**src/rtl/sccb_register_access_master_top_defines.svh**
```systemverilog
// assertion macros for the sccb register access master
// used by the top level only, no other dependencies
`ifndef SCCB_REGISTER_ACCESS_MASTER_TOP_DEFINES_SVH
`define SCCB_REGISTER_ACCESS_MASTER_TOP_DEFINES_SVH

`ifndef SYNTH
`define SCCB_ASSERT_IMPL(label, clk, rst_n, ante, cons) \
  label: assert property (@(posedge clk) disable iff (!rst_n) (ante) |-> (cons)) \
    else $error("sccb assertion failed");
`define SCCB_ASSERT_NEXT(label, clk, rst_n, ante, cons) \
  label: assert property (@(posedge clk) disable iff (!rst_n) (ante) |=> (cons)) \
    else $error("sccb assertion failed");
`else
`define SCCB_ASSERT_IMPL(label, clk, rst_n, ante, cons)
`define SCCB_ASSERT_NEXT(label, clk, rst_n, ante, cons)
`endif

`endif

```
**src/rtl/sccb_pkg.sv**
```systemverilog
// shared types and constants of the sccb register access master
// no dependencies
`default_nettype none

package sccb_pkg;

  localparam int CFG_ADDR_W = 4;
  localparam int CFG_DATA_W = 32;

  localparam logic [1:0] OP_TICK  = 2'd0;
  localparam logic [1:0] OP_WRITE = 2'd1;
  localparam logic [1:0] OP_READ  = 2'd2;

  localparam logic [1:0] REG_DEV_ADDR = 2'd0;
  localparam logic [1:0] REG_HALF_BIT = 2'd1;
  localparam logic [1:0] REG_SETUP    = 2'd2;
  localparam logic [1:0] REG_GAP      = 2'd3;

  localparam logic [7:0] RST_DEV_ADDR = 8'h78;
  localparam logic [7:0] RST_HALF_BIT = 8'd80;
  localparam logic [7:0] RST_SETUP    = 8'd20;
  localparam logic [7:0] RST_GAP      = 8'd100;

  localparam logic [2:0] BYTE_DEV     = 3'd0;
  localparam logic [2:0] BYTE_ADDR_HI = 3'd1;
  localparam logic [2:0] BYTE_ADDR_LO = 3'd2;
  localparam logic [2:0] BYTE_DATA    = 3'd3;
  localparam logic [2:0] BYTE_RD_DEV  = 3'd4;

  localparam logic [3:0] BITS_PER_BYTE = 4'd8;

  typedef enum logic [17:0] {
    PH_IDLE     = 18'h00001,
    PH_START_A  = 18'h00002,
    PH_START_B  = 18'h00004,
    PH_WSETUP   = 18'h00008,
    PH_WHIGH    = 18'h00010,
    PH_WLOW     = 18'h00020,
    PH_ACK_REL  = 18'h00040,
    PH_ACK_HIGH = 18'h00080,
    PH_STOP_A   = 18'h00100,
    PH_STOP_B   = 18'h00200,
    PH_STOP_C   = 18'h00400,
    PH_GAP      = 18'h00800,
    PH_RLOW     = 18'h01000,
    PH_RHIGH    = 18'h02000,
    PH_NA_A     = 18'h04000,
    PH_NA_B     = 18'h08000,
    PH_NA_C     = 18'h10000,
    PH_NA_D     = 18'h20000
  } phase_t;

  typedef struct packed {
    logic [7:0] dev_addr;
    logic [7:0] half_bit;
    logic [7:0] setup;
    logic [7:0] gap;
  } cfg_t;

  typedef struct packed {
    logic [1:0]  operation;
    logic [15:0] register_address;
    logic [7:0]  write_value;
    logic        sda_in;
  } req_t;

  typedef struct packed {
    logic       scl_out;
    logic       sda_drive;
    logic       sda_drive_enable;
    logic       busy_res;
    logic       done_res;
    logic [7:0] read_value;
    logic       request_ignored;
  } rsp_t;

endpackage

`default_nettype wire

```
**src/rtl/sccb_req_if.sv**
```systemverilog
// request channel of the sccb master: one bus tick per transfer
// no dependencies
`default_nettype none

interface sccb_req_if;
  logic        valid;
  logic        ready;
  logic [1:0]  operation;
  logic [15:0] register_address;
  logic [7:0]  write_value;
  logic        sda_in;

  modport source (output valid, operation, register_address, write_value, sda_in,
                  input ready);
  modport sink (input valid, operation, register_address, write_value, sda_in,
                output ready);
endinterface

`default_nettype wire

```
**src/rtl/sccb_rsp_if.sv**
```systemverilog
// result channel of the sccb master: line levels and status per tick
// no dependencies
`default_nettype none

interface sccb_rsp_if;
  logic       valid;
  logic       ready;
  logic       scl_out;
  logic       sda_drive;
  logic       sda_drive_enable;
  logic       busy_res;
  logic       done_res;
  logic [7:0] read_value;
  logic       request_ignored;

  modport source (output valid, scl_out, sda_drive, sda_drive_enable, busy_res,
                  done_res, read_value, request_ignored,
                  input ready);
  modport sink (input valid, scl_out, sda_drive, sda_drive_enable, busy_res,
                done_res, read_value, request_ignored,
                output ready);
endinterface

`default_nettype wire

```
**src/rtl/sccb_cfg.sv**
```systemverilog
// apb-style configuration registers of the sccb master
// depends on sccb_pkg
`default_nettype none

module sccb_cfg import sccb_pkg::*; (
  input  wire logic                  clk,
  input  wire logic                  rst_n,
  input  wire logic                  psel,
  input  wire logic                  penable,
  input  wire logic                  pwrite,
  input  wire logic [CFG_ADDR_W-1:0] paddr,
  input  wire logic [CFG_DATA_W-1:0] pwdata,
  output logic      [CFG_DATA_W-1:0] prdata,
  output logic                       pready,
  output cfg_t                       cfg
);

  cfg_t       cfg_r;
  logic [1:0] reg_idx;
  logic       wr_en;
  logic [7:0] rd_byte;

  assign pready  = 1'b1;
  assign reg_idx = paddr[3:2];
  assign wr_en   = psel & penable & pwrite;

  always_ff @(posedge clk) begin
    if (!rst_n) begin
      cfg_r.dev_addr <= RST_DEV_ADDR;
      cfg_r.half_bit <= RST_HALF_BIT;
      cfg_r.setup    <= RST_SETUP;
      cfg_r.gap      <= RST_GAP;
    end else if (wr_en) begin
      unique case (reg_idx)
        REG_DEV_ADDR: cfg_r.dev_addr <= pwdata[7:0];
        REG_HALF_BIT: cfg_r.half_bit <= pwdata[7:0];
        REG_SETUP:    cfg_r.setup    <= pwdata[7:0];
        REG_GAP:      cfg_r.gap      <= pwdata[7:0];
      endcase
    end
  end

  always_comb begin
    unique case (reg_idx)
      REG_DEV_ADDR: rd_byte = cfg_r.dev_addr;
      REG_HALF_BIT: rd_byte = cfg_r.half_bit;
      REG_SETUP:    rd_byte = cfg_r.setup;
      REG_GAP:      rd_byte = cfg_r.gap;
    endcase
  end

  assign prdata = {{(CFG_DATA_W-8){1'b0}}, rd_byte};
  assign cfg    = cfg_r;

endmodule

`default_nettype wire

```
**src/rtl/sccb_core.sv**
```systemverilog
// bit-level sequencer of the sccb master, advanced by one tick per transfer
// depends on sccb_pkg
`default_nettype none

module sccb_core import sccb_pkg::*; #(
  parameter int DELAY_BITS = 8
) (
  input  wire logic clk,
  input  wire logic rst_n,
  input  wire logic step,
  input  wire req_t req,
  input  wire cfg_t cfg,
  output rsp_t      rsp
);

  localparam int WB = (DELAY_BITS > 8) ? DELAY_BITS : 8;
  localparam logic [WB-1:0] WMAX = WB'({DELAY_BITS{1'b1}});

  phase_t                phase_r, phase_nxt;
  logic [3:0]            bit_cnt_r, bit_cnt_nxt;
  logic [2:0]            byte_idx_r, byte_idx_nxt;
  logic [DELAY_BITS-1:0] wait_r, wait_nxt;
  logic [7:0]            shift_r, shift_nxt;
  logic [15:0]           addr_r, addr_nxt;
  logic [7:0]            value_r, value_nxt;
  logic                  is_read_r, is_read_nxt;
  logic [7:0]            result_r, result_nxt;
  logic                  scl_r, scl_nxt;
  logic                  sda_r, sda_nxt;
  logic                  sda_en_r, sda_en_nxt;
  logic                  start_req, do_adv, begin_b, ignored, done;
  logic [7:0]            tx_byte;

  function automatic logic [DELAY_BITS-1:0] hold_load(input logic [7:0] ticks);
    logic [7:0]    t;
    logic [WB-1:0] te;
    t  = (ticks == 8'd0) ? 8'd0 : ticks - 8'd1;
    te = WB'(t);
    if (te > WMAX) te = WMAX;
    return te[DELAY_BITS-1:0];
  endfunction

  always_comb begin
    phase_nxt    = phase_r;
    bit_cnt_nxt  = bit_cnt_r;
    byte_idx_nxt = byte_idx_r;
    wait_nxt     = wait_r;
    shift_nxt    = shift_r;
    addr_nxt     = addr_r;
    value_nxt    = value_r;
    is_read_nxt  = is_read_r;
    result_nxt   = result_r;
    scl_nxt      = scl_r;
    sda_nxt      = sda_r;
    sda_en_nxt   = sda_en_r;
    do_adv       = 1'b0;
    begin_b      = 1'b0;
    ignored      = 1'b0;
    done         = 1'b0;
    tx_byte      = 8'd0;
    start_req    = (req.operation == OP_WRITE) || (req.operation == OP_READ);

    if (start_req && phase_r == PH_IDLE) begin
      addr_nxt     = req.register_address;
      value_nxt    = req.write_value;
      is_read_nxt  = (req.operation == OP_READ);
      byte_idx_nxt = BYTE_DEV;
      bit_cnt_nxt  = 4'd0;
      do_adv       = 1'b1;
    end else begin
      ignored = start_req;
      if (phase_r != PH_IDLE) begin
        if (wait_r != '0) wait_nxt = wait_r - 1'b1;
        else do_adv = 1'b1;
      end
    end

    if (do_adv) begin
      unique case (phase_r)
        PH_IDLE, PH_GAP: begin
          scl_nxt    = 1'b1;
          sda_nxt    = 1'b1;
          sda_en_nxt = 1'b1;
          phase_nxt  = PH_START_A;
          wait_nxt   = hold_load(cfg.half_bit);
        end
        PH_START_A: begin
          sda_nxt   = 1'b0;
          phase_nxt = PH_START_B;
          wait_nxt  = hold_load(cfg.half_bit);
        end
        PH_START_B: begin_b = 1'b1;
        PH_WSETUP: begin
          scl_nxt   = 1'b1;
          phase_nxt = PH_WHIGH;
          wait_nxt  = hold_load(cfg.half_bit);
        end
        PH_WHIGH: begin
          scl_nxt     = 1'b0;
          bit_cnt_nxt = bit_cnt_r + 4'd1;
          phase_nxt   = PH_WLOW;
          wait_nxt    = hold_load(cfg.half_bit);
        end
        PH_WLOW: begin
          if (bit_cnt_r < BITS_PER_BYTE) begin
            sda_nxt   = shift_r[7];
            shift_nxt = {shift_r[6:0], 1'b0};
            phase_nxt = PH_WSETUP;
            wait_nxt  = hold_load(cfg.setup);
          end else begin
            sda_en_nxt = 1'b0;
            phase_nxt  = PH_ACK_REL;
            wait_nxt   = hold_load(cfg.half_bit);
          end
        end
        PH_ACK_REL: begin
          scl_nxt   = 1'b1;
          phase_nxt = PH_ACK_HIGH;
          wait_nxt  = hold_load(cfg.half_bit);
        end
        PH_ACK_HIGH: begin
          scl_nxt = 1'b0;
          priority if (byte_idx_r >= BYTE_RD_DEV) begin
            sda_en_nxt  = 1'b0;
            bit_cnt_nxt = 4'd0;
            shift_nxt   = 8'd0;
            phase_nxt   = PH_RLOW;
            wait_nxt    = hold_load(cfg.half_bit);
          end else if (byte_idx_r == (is_read_r ? BYTE_ADDR_LO : BYTE_DATA)) begin
            sda_en_nxt = 1'b1;
            sda_nxt    = 1'b0;
            phase_nxt  = PH_STOP_A;
            wait_nxt   = hold_load(cfg.half_bit);
          end else begin
            byte_idx_nxt = byte_idx_r + 3'd1;
            begin_b      = 1'b1;
          end
        end
        PH_STOP_A: begin
          scl_nxt   = 1'b1;
          phase_nxt = PH_STOP_B;
          wait_nxt  = hold_load(cfg.half_bit);
        end
        PH_STOP_B: begin
          sda_nxt   = 1'b1;
          phase_nxt = PH_STOP_C;
          wait_nxt  = hold_load(cfg.half_bit);
        end
        PH_STOP_C: begin
          byte_idx_nxt = BYTE_RD_DEV;
          phase_nxt    = PH_GAP;
          wait_nxt     = hold_load(cfg.gap);
        end
        PH_RLOW: begin
          scl_nxt     = 1'b1;
          shift_nxt   = {shift_r[6:0], req.sda_in};
          bit_cnt_nxt = bit_cnt_r + 4'd1;
          phase_nxt   = PH_RHIGH;
          wait_nxt    = hold_load(cfg.half_bit);
        end
        PH_RHIGH: begin
          scl_nxt = 1'b0;
          if (bit_cnt_r < BITS_PER_BYTE) begin
            phase_nxt = PH_RLOW;
          end else begin
            result_nxt = shift_r;
            sda_en_nxt = 1'b1;
            phase_nxt  = PH_NA_A;
          end
          wait_nxt = hold_load(cfg.half_bit);
        end
        PH_NA_A: begin
          sda_nxt   = 1'b1;
          scl_nxt   = 1'b1;
          phase_nxt = PH_NA_B;
          wait_nxt  = hold_load(cfg.half_bit);
        end
        PH_NA_B: begin
          scl_nxt   = 1'b0;
          phase_nxt = PH_NA_C;
          wait_nxt  = hold_load(cfg.half_bit);
        end
        PH_NA_C: begin
          sda_nxt   = 1'b0;
          phase_nxt = PH_NA_D;
          wait_nxt  = hold_load(cfg.half_bit);
        end
        PH_NA_D: begin
          sda_nxt   = 1'b0;
          phase_nxt = PH_STOP_A;
          wait_nxt  = hold_load(cfg.half_bit);
        end
        default: begin
          phase_nxt  = PH_IDLE;
          wait_nxt   = '0;
          scl_nxt    = 1'b1;
          sda_nxt    = 1'b1;
          sda_en_nxt = 1'b1;
        end
      endcase
    end

    if (begin_b) begin
      unique case (byte_idx_nxt)
        BYTE_DEV:     tx_byte = cfg.dev_addr;
        BYTE_ADDR_HI: tx_byte = addr_nxt[15:8];
        BYTE_ADDR_LO: tx_byte = addr_nxt[7:0];
        BYTE_DATA:    tx_byte = value_nxt;
        default:      tx_byte = cfg.dev_addr | 8'h01;
      endcase
      bit_cnt_nxt = 4'd0;
      scl_nxt     = 1'b0;
      sda_en_nxt  = 1'b1;
      sda_nxt     = tx_byte[7];
      shift_nxt   = {tx_byte[6:0], 1'b0};
      phase_nxt   = PH_WSETUP;
      wait_nxt    = hold_load(cfg.setup);
    end

    rsp.busy_res = (phase_nxt != PH_IDLE);
    if (phase_nxt == PH_STOP_C && wait_nxt == '0 &&
        !(is_read_nxt && byte_idx_nxt == BYTE_ADDR_LO)) begin
      done      = 1'b1;
      phase_nxt = PH_IDLE;
    end

    rsp.scl_out          = scl_nxt;
    rsp.sda_drive        = sda_nxt;
    rsp.sda_drive_enable = sda_en_nxt;
    rsp.done_res         = done;
    rsp.read_value       = result_nxt;
    rsp.request_ignored  = ignored;
  end

  always_ff @(posedge clk) begin
    if (!rst_n) begin
      phase_r    <= PH_IDLE;
      bit_cnt_r  <= '0;
      byte_idx_r <= '0;
      wait_r     <= '0;
      shift_r    <= '0;
      addr_r     <= '0;
      value_r    <= '0;
      is_read_r  <= 1'b0;
      result_r   <= '0;
      scl_r      <= 1'b1;
      sda_r      <= 1'b1;
      sda_en_r   <= 1'b1;
    end else if (step) begin
      phase_r    <= phase_nxt;
      bit_cnt_r  <= bit_cnt_nxt;
      byte_idx_r <= byte_idx_nxt;
      wait_r     <= wait_nxt;
      shift_r    <= shift_nxt;
      addr_r     <= addr_nxt;
      value_r    <= value_nxt;
      is_read_r  <= is_read_nxt;
      result_r   <= result_nxt;
      scl_r      <= scl_nxt;
      sda_r      <= sda_nxt;
      sda_en_r   <= sda_en_nxt;
    end
  end

endmodule

`default_nettype wire

```
**src/rtl/sccb_out.sv**
```systemverilog
// result register of the sccb master, drives the result channel
// depends on sccb_pkg and sccb_rsp_if
`default_nettype none

module sccb_out import sccb_pkg::*; (
  input  wire logic    clk,
  input  wire logic    rst_n,
  input  wire logic    load,
  input  wire rsp_t    rsp,
  output logic         can_load,
  sccb_rsp_if.source   out_chan
);

  logic valid_r;
  rsp_t data_r;

  assign can_load = !valid_r || out_chan.ready;

  always_ff @(posedge clk) begin
    if (!rst_n) begin
      valid_r <= 1'b0;
    end else if (load) begin
      valid_r <= 1'b1;
    end else if (out_chan.ready) begin
      valid_r <= 1'b0;
    end
  end

  always_ff @(posedge clk) begin
    if (load) begin
      data_r <= rsp;
    end
  end

  assign out_chan.valid            = valid_r;
  assign out_chan.scl_out          = data_r.scl_out;
  assign out_chan.sda_drive        = data_r.sda_drive;
  assign out_chan.sda_drive_enable = data_r.sda_drive_enable;
  assign out_chan.busy_res         = data_r.busy_res;
  assign out_chan.done_res         = data_r.done_res;
  assign out_chan.read_value       = data_r.read_value;
  assign out_chan.request_ignored  = data_r.request_ignored;

endmodule

`default_nettype wire

```
**src/rtl/sccb_register_access_master_top.sv**
```systemverilog
// sccb register access master, 16-bit register addresses
// uses sccb_pkg, sccb_req_if, sccb_rsp_if, sccb_cfg, sccb_core, sccb_out
// and the assertion macros of sccb_register_access_master_top_defines.svh
//
// usage: every transfer on in_chan is one bus timing tick. operation selects a
// plain tick, a register write or a register read; sda_in is the sampled SDA
// level of that tick. every accepted tick produces exactly one transfer on
// out_chan with the SCL/SDA levels to drive, busy/done status, the latest
// read byte and a flag for requests dropped while busy.
// a tick's result is registered and appears in the cycle after its acceptance.
// throughput: one tick per cycle; the next sequencer state is combinational and
// the result register takes a new tick in the cycle its previous result leaves.
// when out_chan stalls with a result held, in_chan.ready drops and the
// sequencer holds until the result is taken. reset (synchronous, rst_n low)
// idles the sequencer with SCL and SDA driven high and loads the default device
// address and timing registers. configuration registers sit on the apb-style
// port at byte addresses 0, 4, 8 and 12 and apply from the next step; the user
// must write them with no tick in flight, which the block does not enforce.
`default_nettype none
`include "sccb_register_access_master_top_defines.svh"

module sccb_register_access_master_top import sccb_pkg::*; #(
  parameter int DELAY_BITS = 8
) (
  input  wire logic                  clk,
  input  wire logic                  rst_n,
  sccb_req_if.sink                   in_chan,
  sccb_rsp_if.source                 out_chan,
  input  wire logic                  psel,
  input  wire logic                  penable,
  input  wire logic                  pwrite,
  input  wire logic [CFG_ADDR_W-1:0] paddr,
  input  wire logic [CFG_DATA_W-1:0] pwdata,
  output logic      [CFG_DATA_W-1:0] prdata,
  output logic                       pready
);

  cfg_t cfg;
  req_t req;
  rsp_t rsp;
  logic can_load;
  logic in_fire;

  assign in_chan.ready        = can_load;
  assign in_fire              = in_chan.valid && can_load;
  assign req.operation        = in_chan.operation;
  assign req.register_address = in_chan.register_address;
  assign req.write_value      = in_chan.write_value;
  assign req.sda_in           = in_chan.sda_in;

  sccb_cfg u_cfg (
    .clk     (clk),
    .rst_n   (rst_n),
    .psel    (psel),
    .penable (penable),
    .pwrite  (pwrite),
    .paddr   (paddr),
    .pwdata  (pwdata),
    .prdata  (prdata),
    .pready  (pready),
    .cfg     (cfg)
  );

  sccb_core #(
    .DELAY_BITS (DELAY_BITS)
  ) u_core (
    .clk   (clk),
    .rst_n (rst_n),
    .step  (in_fire),
    .req   (req),
    .cfg   (cfg),
    .rsp   (rsp)
  );

  sccb_out u_out (
    .clk      (clk),
    .rst_n    (rst_n),
    .load     (in_fire),
    .rsp      (rsp),
    .can_load (can_load),
    .out_chan (out_chan)
  );

  `SCCB_ASSERT_IMPL(a_ready_when_empty, clk, rst_n, !out_chan.valid, in_chan.ready)
  `SCCB_ASSERT_NEXT(a_result_follows_tick, clk, rst_n, in_fire, out_chan.valid)
  `SCCB_ASSERT_IMPL(a_done_is_busy, clk, rst_n, out_chan.valid && out_chan.done_res, out_chan.busy_res)
  `SCCB_ASSERT_IMPL(a_ignored_is_busy, clk, rst_n, out_chan.valid && out_chan.request_ignored, out_chan.busy_res)

endmodule

`default_nettype wire
```
**src/flat_wrapper.sv**
```systemverilog
// flat-port wrapper written by rule: the top's interface ports become plain ports
module sccb_register_access_master_top_flat import sccb_pkg::*;
#(
  parameter int DELAY_BITS = 8
)
  (clk, rst_n, psel, penable, pwrite, paddr, pwdata, prdata, pready, in_chan_valid, in_chan_operation, in_chan_register_address, in_chan_write_value, in_chan_sda_in, in_chan_ready, out_chan_valid, out_chan_scl_out, out_chan_sda_drive, out_chan_sda_drive_enable, out_chan_busy_res, out_chan_done_res, out_chan_read_value, out_chan_request_ignored, out_chan_ready);
  sccb_req_if in_chan_i ();
  sccb_rsp_if out_chan_i ();
  input  wire logic clk;
  input  wire logic rst_n;
  input  wire logic psel;
  input  wire logic penable;
  input  wire logic pwrite;
  input  wire logic [CFG_ADDR_W-1:0] paddr;
  input  wire logic [CFG_DATA_W-1:0] pwdata;
  output logic      [CFG_DATA_W-1:0] prdata;
  output logic pready;
  input wire logic [$bits(in_chan_i.valid)-1:0] in_chan_valid;
  input wire logic [$bits(in_chan_i.operation)-1:0] in_chan_operation;
  input wire logic [$bits(in_chan_i.register_address)-1:0] in_chan_register_address;
  input wire logic [$bits(in_chan_i.write_value)-1:0] in_chan_write_value;
  input wire logic [$bits(in_chan_i.sda_in)-1:0] in_chan_sda_in;
  output wire logic [$bits(in_chan_i.ready)-1:0] in_chan_ready;
  output wire logic [$bits(out_chan_i.valid)-1:0] out_chan_valid;
  output wire logic [$bits(out_chan_i.scl_out)-1:0] out_chan_scl_out;
  output wire logic [$bits(out_chan_i.sda_drive)-1:0] out_chan_sda_drive;
  output wire logic [$bits(out_chan_i.sda_drive_enable)-1:0] out_chan_sda_drive_enable;
  output wire logic [$bits(out_chan_i.busy_res)-1:0] out_chan_busy_res;
  output wire logic [$bits(out_chan_i.done_res)-1:0] out_chan_done_res;
  output wire logic [$bits(out_chan_i.read_value)-1:0] out_chan_read_value;
  output wire logic [$bits(out_chan_i.request_ignored)-1:0] out_chan_request_ignored;
  input wire logic [$bits(out_chan_i.ready)-1:0] out_chan_ready;
  assign in_chan_i.valid = in_chan_valid;
  assign in_chan_i.operation = in_chan_operation;
  assign in_chan_i.register_address = in_chan_register_address;
  assign in_chan_i.write_value = in_chan_write_value;
  assign in_chan_i.sda_in = in_chan_sda_in;
  assign in_chan_ready = in_chan_i.ready;
  assign out_chan_valid = out_chan_i.valid;
  assign out_chan_scl_out = out_chan_i.scl_out;
  assign out_chan_sda_drive = out_chan_i.sda_drive;
  assign out_chan_sda_drive_enable = out_chan_i.sda_drive_enable;
  assign out_chan_busy_res = out_chan_i.busy_res;
  assign out_chan_done_res = out_chan_i.done_res;
  assign out_chan_read_value = out_chan_i.read_value;
  assign out_chan_request_ignored = out_chan_i.request_ignored;
  assign out_chan_i.ready = out_chan_ready;
  sccb_register_access_master_top #(.DELAY_BITS(DELAY_BITS)) u_core (.clk(clk), .rst_n(rst_n), .in_chan(in_chan_i), .out_chan(out_chan_i), .psel(psel), .penable(penable), .pwrite(pwrite), .paddr(paddr), .pwdata(pwdata), .prdata(prdata), .pready(pready));
endmodule
```
**config.mk**
```make
export PLATFORM = sky130hd
export DESIGN_NAME = sccb_register_access_master_top_flat
export DESIGN_NICKNAME = d
export VERILOG_FILES = /design/src/rtl/sccb_pkg.sv /design/src/rtl/sccb_req_if.sv /design/src/rtl/sccb_rsp_if.sv /design/src/rtl/sccb_cfg.sv /design/src/rtl/sccb_core.sv /design/src/rtl/sccb_out.sv /design/src/rtl/sccb_register_access_master_top.sv /design/src/flat_wrapper.sv
export VERILOG_INCLUDE_DIRS = /design/src /design/src/rtl
export SDC_FILE = /design/constraint.sdc
export NUM_CORES = 1
export LEC_CHECK = 0
export ABC_CLOCK_PERIOD_IN_PS = 4400
export BUFFER_PORTS_ARGS = -buffer_cell sky130_fd_sc_hd__buf_4
export CORE_MARGIN = 1
export CORE_UTILIZATION = 30
export CTS_CLUSTER_SIZE = 12
export DETAILED_ROUTE_END_ITERATION = 8
export GPL_TIMING_DRIVEN = 0
export PLACE_DENSITY = 0.52
export SLEW_MARGIN = 20
export SYNTH_ARGS = -nofsm -noshare
export SYNTH_HDL_FRONTEND = slang
export SYNTH_SLANG_ARGS = --single-unit
```
**constraint.sdc**
```tcl
create_clock -name clk -period 4.4 [get_ports clk]
set_input_delay 1.32 -clock clk [delete_from_list [all_inputs] [get_ports clk]]
set_output_delay 1.32 -clock clk [all_outputs]
set_load 0.05 [all_outputs]
```
# --- Yosys cells after proc, flatten, opt, wreduce, memory -nomap -nowiden ---
# Cells that the tools add are included.
totals:
  regBits: 124
  input_bits: 70
op_classes:
  add_sub_neg: 6
  magnitude_cmp: 5
  eq_ne: 32
  n_mux: 73
  bitwise_logic: 2
  n_reduce_logical: 32
op_table:
  columns: ["operator", "count"]
  rows:
  - ["one-hot mux 18 bit (17 select lines)", 1]
  - ["two-way mux 8 bit", 22]
  - ["two-way mux 18 bit", 5]
  - ["one-hot mux 8 bit (4 select lines)", 2]
  - ["one-hot mux 8 bit (5 select lines)", 1]
  - ["equality test 18 x 11 -> 1 bit (second input constant)", 2]
  - ["inequality test 18 x 1 -> 1 bit (second input constant)", 2]
  - ["logical NOT 8 bit", 4]
  - ["subtractor 8 x 1 -> 8 bit (second input constant)", 4]
  - ["greater-than comparator 8 bit (second input constant)", 3]
  - ["two-way mux 1 bit", 24]
  - ["one-hot mux 8 bit (3 select lines)", 1]
  - ["equality test 18 x 1 -> 1 bit (second input constant)", 1]
  - ["equality test 18 x 10 -> 1 bit (second input constant)", 1]
  - ["equality test 18 x 12 -> 1 bit (second input constant)", 1]
  - ["equality test 18 x 13 -> 1 bit (second input constant)", 1]
  - ["equality test 18 x 14 -> 1 bit (second input constant)", 1]
  - ["equality test 18 x 15 -> 1 bit (second input constant)", 1]
  - ["equality test 18 x 16 -> 1 bit (second input constant)", 1]
  - ["equality test 18 x 17 -> 1 bit (second input constant)", 1]
  - ["equality test 18 bit (second input constant)", 1]
  - ["equality test 18 x 2 -> 1 bit (second input constant)", 1]
  - ["equality test 18 x 3 -> 1 bit (second input constant)", 1]
  - ["equality test 18 x 4 -> 1 bit (second input constant)", 1]
  - ["42 further kinds", 67]

# --- Logic depth before layout (Yosys ltp) ---
logic_depth:
  word_depth: 13
  mapped_depth: 15
  mapped_depth_nobuf: 12

# --- Cells and area by module ---
# Synthesis repeated with hierarchy kept, for this count alone.
unflattened:
  hier_cells: 1023
  area_unflattened_um2: 8145.3
by_module_without_submodules:
  columns: ["mod", "n_inst", "cells_each", "area_per_inst_um2", "seq_area_each_um2"]
  rows:
  - ["sccb_core", 1, 843, 6049.6, 1541.5]
  - ["sccb_cfg", 1, 161, 1620.3, 640.6]
  - ["sccb_out", 1, 18, 469.2, 440.4]
  - ["sccb_register_access_master_top", 1, 1, 6.3, 0.0]

# --- Worst setup path before layout ---
# No wires, ideal clock.
synth_path:
  kind: "input to output"
  from: "input paddr[3]"
  to: "output prdata[0]"
  arrival_ns: 2.486
  path_slack_ns: 0.594
  cell_stages: 2
  path_buffers: 1
  path_cell_list: "buf_1 -> mux4_2"
synth_between:
  elab_chain_len: 2
  word_cells_on_any_way: 5
synth_rtl:
  columns: ["item", "line_no", "rtl"]
  rows:
  - ["start, declared", "flat_wrapper.sv:14", "input wire logic [CFG_ADDR_W-1:0] paddr;"]
  - ["equality test 2 bit (tied with other cells)", "sccb_cfg.sv:44", "unique case (reg_idx)"]
  - ["one-hot mux 8 bit (4 select lines) *", "sccb_cfg.sv:44", null]
  - ["end, declared", "flat_wrapper.sv:16", "output logic [CFG_DATA_W-1:0] prdata;"]
# Mark *: on every way between the ends. The rest lies on a longest branch, timed or not.

# --- Worst setup path after layout ---
layout_path:
  from: "register u_core.u_core.phase_r[8]"
  to: "register u_core.u_core.phase_r[10]"
layout_between:
  elab_chain_len: 12
  word_cells_on_any_way: 52
layout_rtl:
  columns: ["item", "line_no", "rtl"]
  rows:
  - ["start, declared", "sccb_core.sv:19", "phase_t phase_r, phase_nxt;"]
  - ["start signal, assigned", "sccb_core.sv:250", "phase_r <= phase_nxt;"]
  - ["inequality test 18 x 1 -> 1 bit or equality test 18 x 1 -> 1 bit (tied branches)", "sccb_core.sv:72, sccb_core.sv:63, sccb_core.sv:79", null]
  - ["two-way mux 8 bit or logical AND 1 bit (tied branches)", "sccb_core.sv:72, sccb_core.sv:63", null]
  - ["two-way mux 8 bit or two-way mux 3 bit (tied branches)", "sccb_core.sv:63", "if (start_req && phase_r == PH_IDLE) begin"]
  - ["two-way mux 8 bit or two-way mux 3 bit (tied branches)", "sccb_core.sv:129", "end else if (byte_idx_r == (is_read_r ? BYTE_ADDR_LO : BYTE_DATA)) begin"]
  - ["two-way mux 8 bit or two-way mux 3 bit (tied branches)", "sccb_core.sv:123", "priority if (byte_idx_r >= BYTE_RD_DEV) begin"]
  - ["one-hot mux 8 bit (5 select lines) or one-hot mux 3 bit (2 select lines) (tied branches)", "sccb_core.sv:79", "unique case (phase_r)"]
  - ["two-way mux 8 bit or two-way mux 3 bit (tied branches)", "sccb_core.sv:78", "if (do_adv) begin"]
  - ["two-way mux 8 bit or equality test 3 x 2 -> 1 bit (tied branches)", "sccb_core.sv:203, sccb_core.sv:222", null]
  - ["logical NOT 8 bit or logical AND 1 bit (tied branches)", "sccb_core.sv:221, sccb_core.sv:222", null]
  - ["logical AND 1 bit or logical NOT 1 bit (tied branches)", "sccb_core.sv:221, sccb_core.sv:222", null]
  - ["logical AND 1 bit", "sccb_core.sv:221", "if (phase_nxt == PH_STOP_C && wait_nxt == '0 &&"]
  - ["two-way mux 18 bit *", "sccb_core.sv:221", null]
# Marks and branches as above.
# A chain may end at the register's enable or synchronous reset.

==> flow_summary.ini <==
[clock_network]
cts_inserted_buffers = 17
clk_pin_slew_ps = 60
htreeDepth = 4
clock_latency_ps = 430
cts_sinks = 124
clk_path_buf_depth = 2
clockRootBuffer = clkbuf_16
cts_tree = done
holdBufCountCts = 0

[sta]
final_hold_viol_count = 0
finClkSkew_ps = 12.4
clock.fmax_mhz = 239
hold_ws_ps = 454
slew_headroom_pct = 37.5
tightest_slew_ps = 925
period_share_pct = 95.3
fin_tns_setup_ps = 0
rsz0062_at_grt = no
drv_slew = 0
period_needed_ps = 4190
setup_violations = 0

[route]
vias = 7466
ant_nets = 0
drt-vias-per-instance = 5.28
finalWirelength_um = 26300
drt-wirelength-per-cell_um = 18.6
drc = 0
detail_route.iter0.violations = 581
dr.pass1.iters = 6

[synthesis]
synthesis.area_mm2 = 0.00767
synth_cell_types = 81
synth_area_leaders = dfxtp_1 29%, nand2_1 6.7%, mux2i_1 6.3%, nor2_1 6.3%, edfxtp_1 5.5%
yosys_warnings = 0
syn_avg_cell_area_um2 = 7.98
synthArstFlopShare_pct = 0
synth_top_area_share_pct = 28.7
synth_common_cells = 137 x nand2_1, 128 x nor2_1, 110 x dfxtp_1
synth_edf_count = 14
synth-seq-cells = 124
yosysTopAreaCell = dfxtp_1
ys_seq_area_share_pct = 34.2
yosysMostFrequentCell = nand2_1
synth_cells = 961
ys.flop_type = dfxtp_1

[power_and_ir_drop]
power_density_mw_per_mm2 = 467
p_sw_mw = 1.76
power.internal_mw = 2.57
vdd_drop_max_v = 0.000201
totalPowerFinal_mw = 4.33
p_leak_nw = 3.67
p_sw_share_pct = 40.7
power_frac_comb_pct = 38.1
p_clk_share_pct = 31.9
power_frac_seq_pct = 30.0

[grt]
overflow = 0
grt_first_pass_wirelength_um = 40100
track_usage_pct = 20.2
antenna_found_initial = 0
first_global_vias = 6834
grt_max_degree = 24

[worst_setup_path]
critPathArrivalTime_ps = 4500
critPathSlowestCell = a2111oi_1
cp-start-kind = flip-flop
end_kind = flip-flop
crit_family = simple AND/OR/NAND/NOR gates
crit_fanout = 10
slowest_delay_ps = 830
crit_type = flip-flop to flip-flop
path_cells = buf_6, or4_1, buf_2, nor4_1, buf_2, a21boi_1, nor2_2, o21ai_2, a2111oi_1, nor4_1, nand2_1, o2bb2ai_1
cp.required_ps = 4710
path_buf_inv = 3

[finish]
fin_nets = 1151
diodes = 0
areaGrowthSynthToFinish_pct = 20.9
drive_above_1_share_pct = 17.2
fillers = 2666
fin_area_mm2 = 0.00927
utilization_pct = 36.9

[die]
die_area_mm2 = 0.0262
die_h_um = 162
rows = 58
initial_utilization_pct = 30.5
fp.coreArea_mm2 = 0.0251
pin_count = 119
die_width_um = 162

[place]
placed_area_mm2 = 0.00866
gp_congestion = 0.938
hpwl_um = 20000
io_buffer_count = 66

[job]
max-cap-violations = 0

[worst_hold_path]
min_path_type = flip-flop to flip-flop

[status]
status = finished clean
-- per-stage QoR --
| stage | std cells | worst slack, ps |
|---|---|---|
| after floorplan | 984 | 594 |
| after global placement | 1380 | 14.9 |
| after detailed placement | 1380 | 101 |
| after CTS | 1412 | 97.3 |
| after global routing | 1414 | 61.9 |
| final | 1414 | 208 |
-- registers in the layout, summed over array words and instances, names as in the netlist, 4 cells and up --
register / flops
u_core.u_core.addr_r: 16
u_core.u_core.wait_r: 8
u_core.u_out.out_chan.read_value: 8
u_core.u_core.bit_cnt_r: 4
u_core.u_core.phase_r: 18
u_core.u_core.value_r: 8
u_core.u_cfg.cfg: 32
u_core.u_core.result_r: 8
u_core.u_core.shift_r: 8
-- repair_timing --
action / 4_1_cts / 5_1_grt
gates resized for setup: 0 / 2
setup buffers: 0 / 2
endpoints found under the setup margin: 0 / 10
-- power by group through the flow --
stage,clock (mW),sequential [mW],combinational (mW)
after floorplan,0,1.36,1.09
after global placement,0,1.32,1.60
after detailed placement,0,1.32,1.60
after CTS,1.41,1.30,1.60
after global routing,1.46,1.31,1.78
final,1.38,1.30,1.65
-- placed cells by master, fill, tap and decap left out, drive strengths merged, types with 9 or more instances in the layout --
| master | n |
|---|---|
| and3 | 10 |
| edfxtp | 14 |
| a211oi | 9 |
| a21oi | 80 |
| ha | 10 |
| mux2i | 48 |
| a22oi | 11 |
| nand2 | 140 |
| mux4 | 9 |
| nor2 | 131 |
| a31oi | 12 |
| nor4 | 23 |
| mux2 | 10 |
| dfxtp | 110 |
| inv | 28 |
| conb | 25 |
| buf | 108 |
| o21ai | 37 |
| clkbuf | 56 |
| nand3 | 33 |
| xor2 | 12 |
| nor3 | 35 |
-- layout make-up --
type / count / area, um^2 / area share, %
Tap cell: 330 / 413 / 4.46
Clock buffer: 18 / 439 / 4.74
Clock inverter: 14 / 131 / 1.42
Inverter: 22 / 82.6 / 0.891
Buffer: 78 / 437 / 4.71
Sequential cell: 124 / 2620 / 28.3
Multi-Input combinational cell: 760 / 4630 / 50.0
Timing Repair Buffer: 68 / 510 / 5.51
-- path summary, 6_finish.rpt --
kind                                                        startpoint                                      to  slack, ps  cells past startpoint
worst max-delay path             u_core.u_core.phase_r[8]$_SDFFE_PN0P_  u_core.u_core.phase_r[10]$_SDFFE_PN0P_        210                     12
worst min-delay path            u_core.u_core.result_r[7]$_SDFFE_PN0P_  u_core.u_core.result_r[7]$_SDFFE_PN0P_        450                      2
worst min register to register  u_core.u_core.result_r[7]$_SDFFE_PN0P_  u_core.u_core.result_r[7]$_SDFFE_PN0P_        450                      2
worst max register to register   u_core.u_core.phase_r[8]$_SDFFE_PN0P_  u_core.u_core.phase_r[10]$_SDFFE_PN0P_        210                     12
-- routing by layer --
metal | global-route usage (%) | vias up | part of all wire, %
li1 | - | 3634 | -
met1 | 27.6 | 3498 | 45
met2 | 31.3 | 290 | 45
met3 | 4.14 | 44 | 7.4
met4 | 7.20 | 0 | 2.2
met5 | 0 | - | 0
-- worst reg2reg max path: cells and delay by family, from the launching register on --
family	cells	cell delay, ps
simple gates	5	1690
flops	1	310
compound gates	4	1460
buf+inv	3	630
-- cells by family after synthesis --
logic type	share of synthesized area, %
DFF	34.2
xor gates and xnor gates	2.28
and+or+nand+nor	26.9
other	0.0980
muxes	10.4
AOI/OAI and AO/OA	17.7
adders and majority gates	1.63
buffers and inverters	6.76
Note: power is estimated with default switching activity, not from simulation.
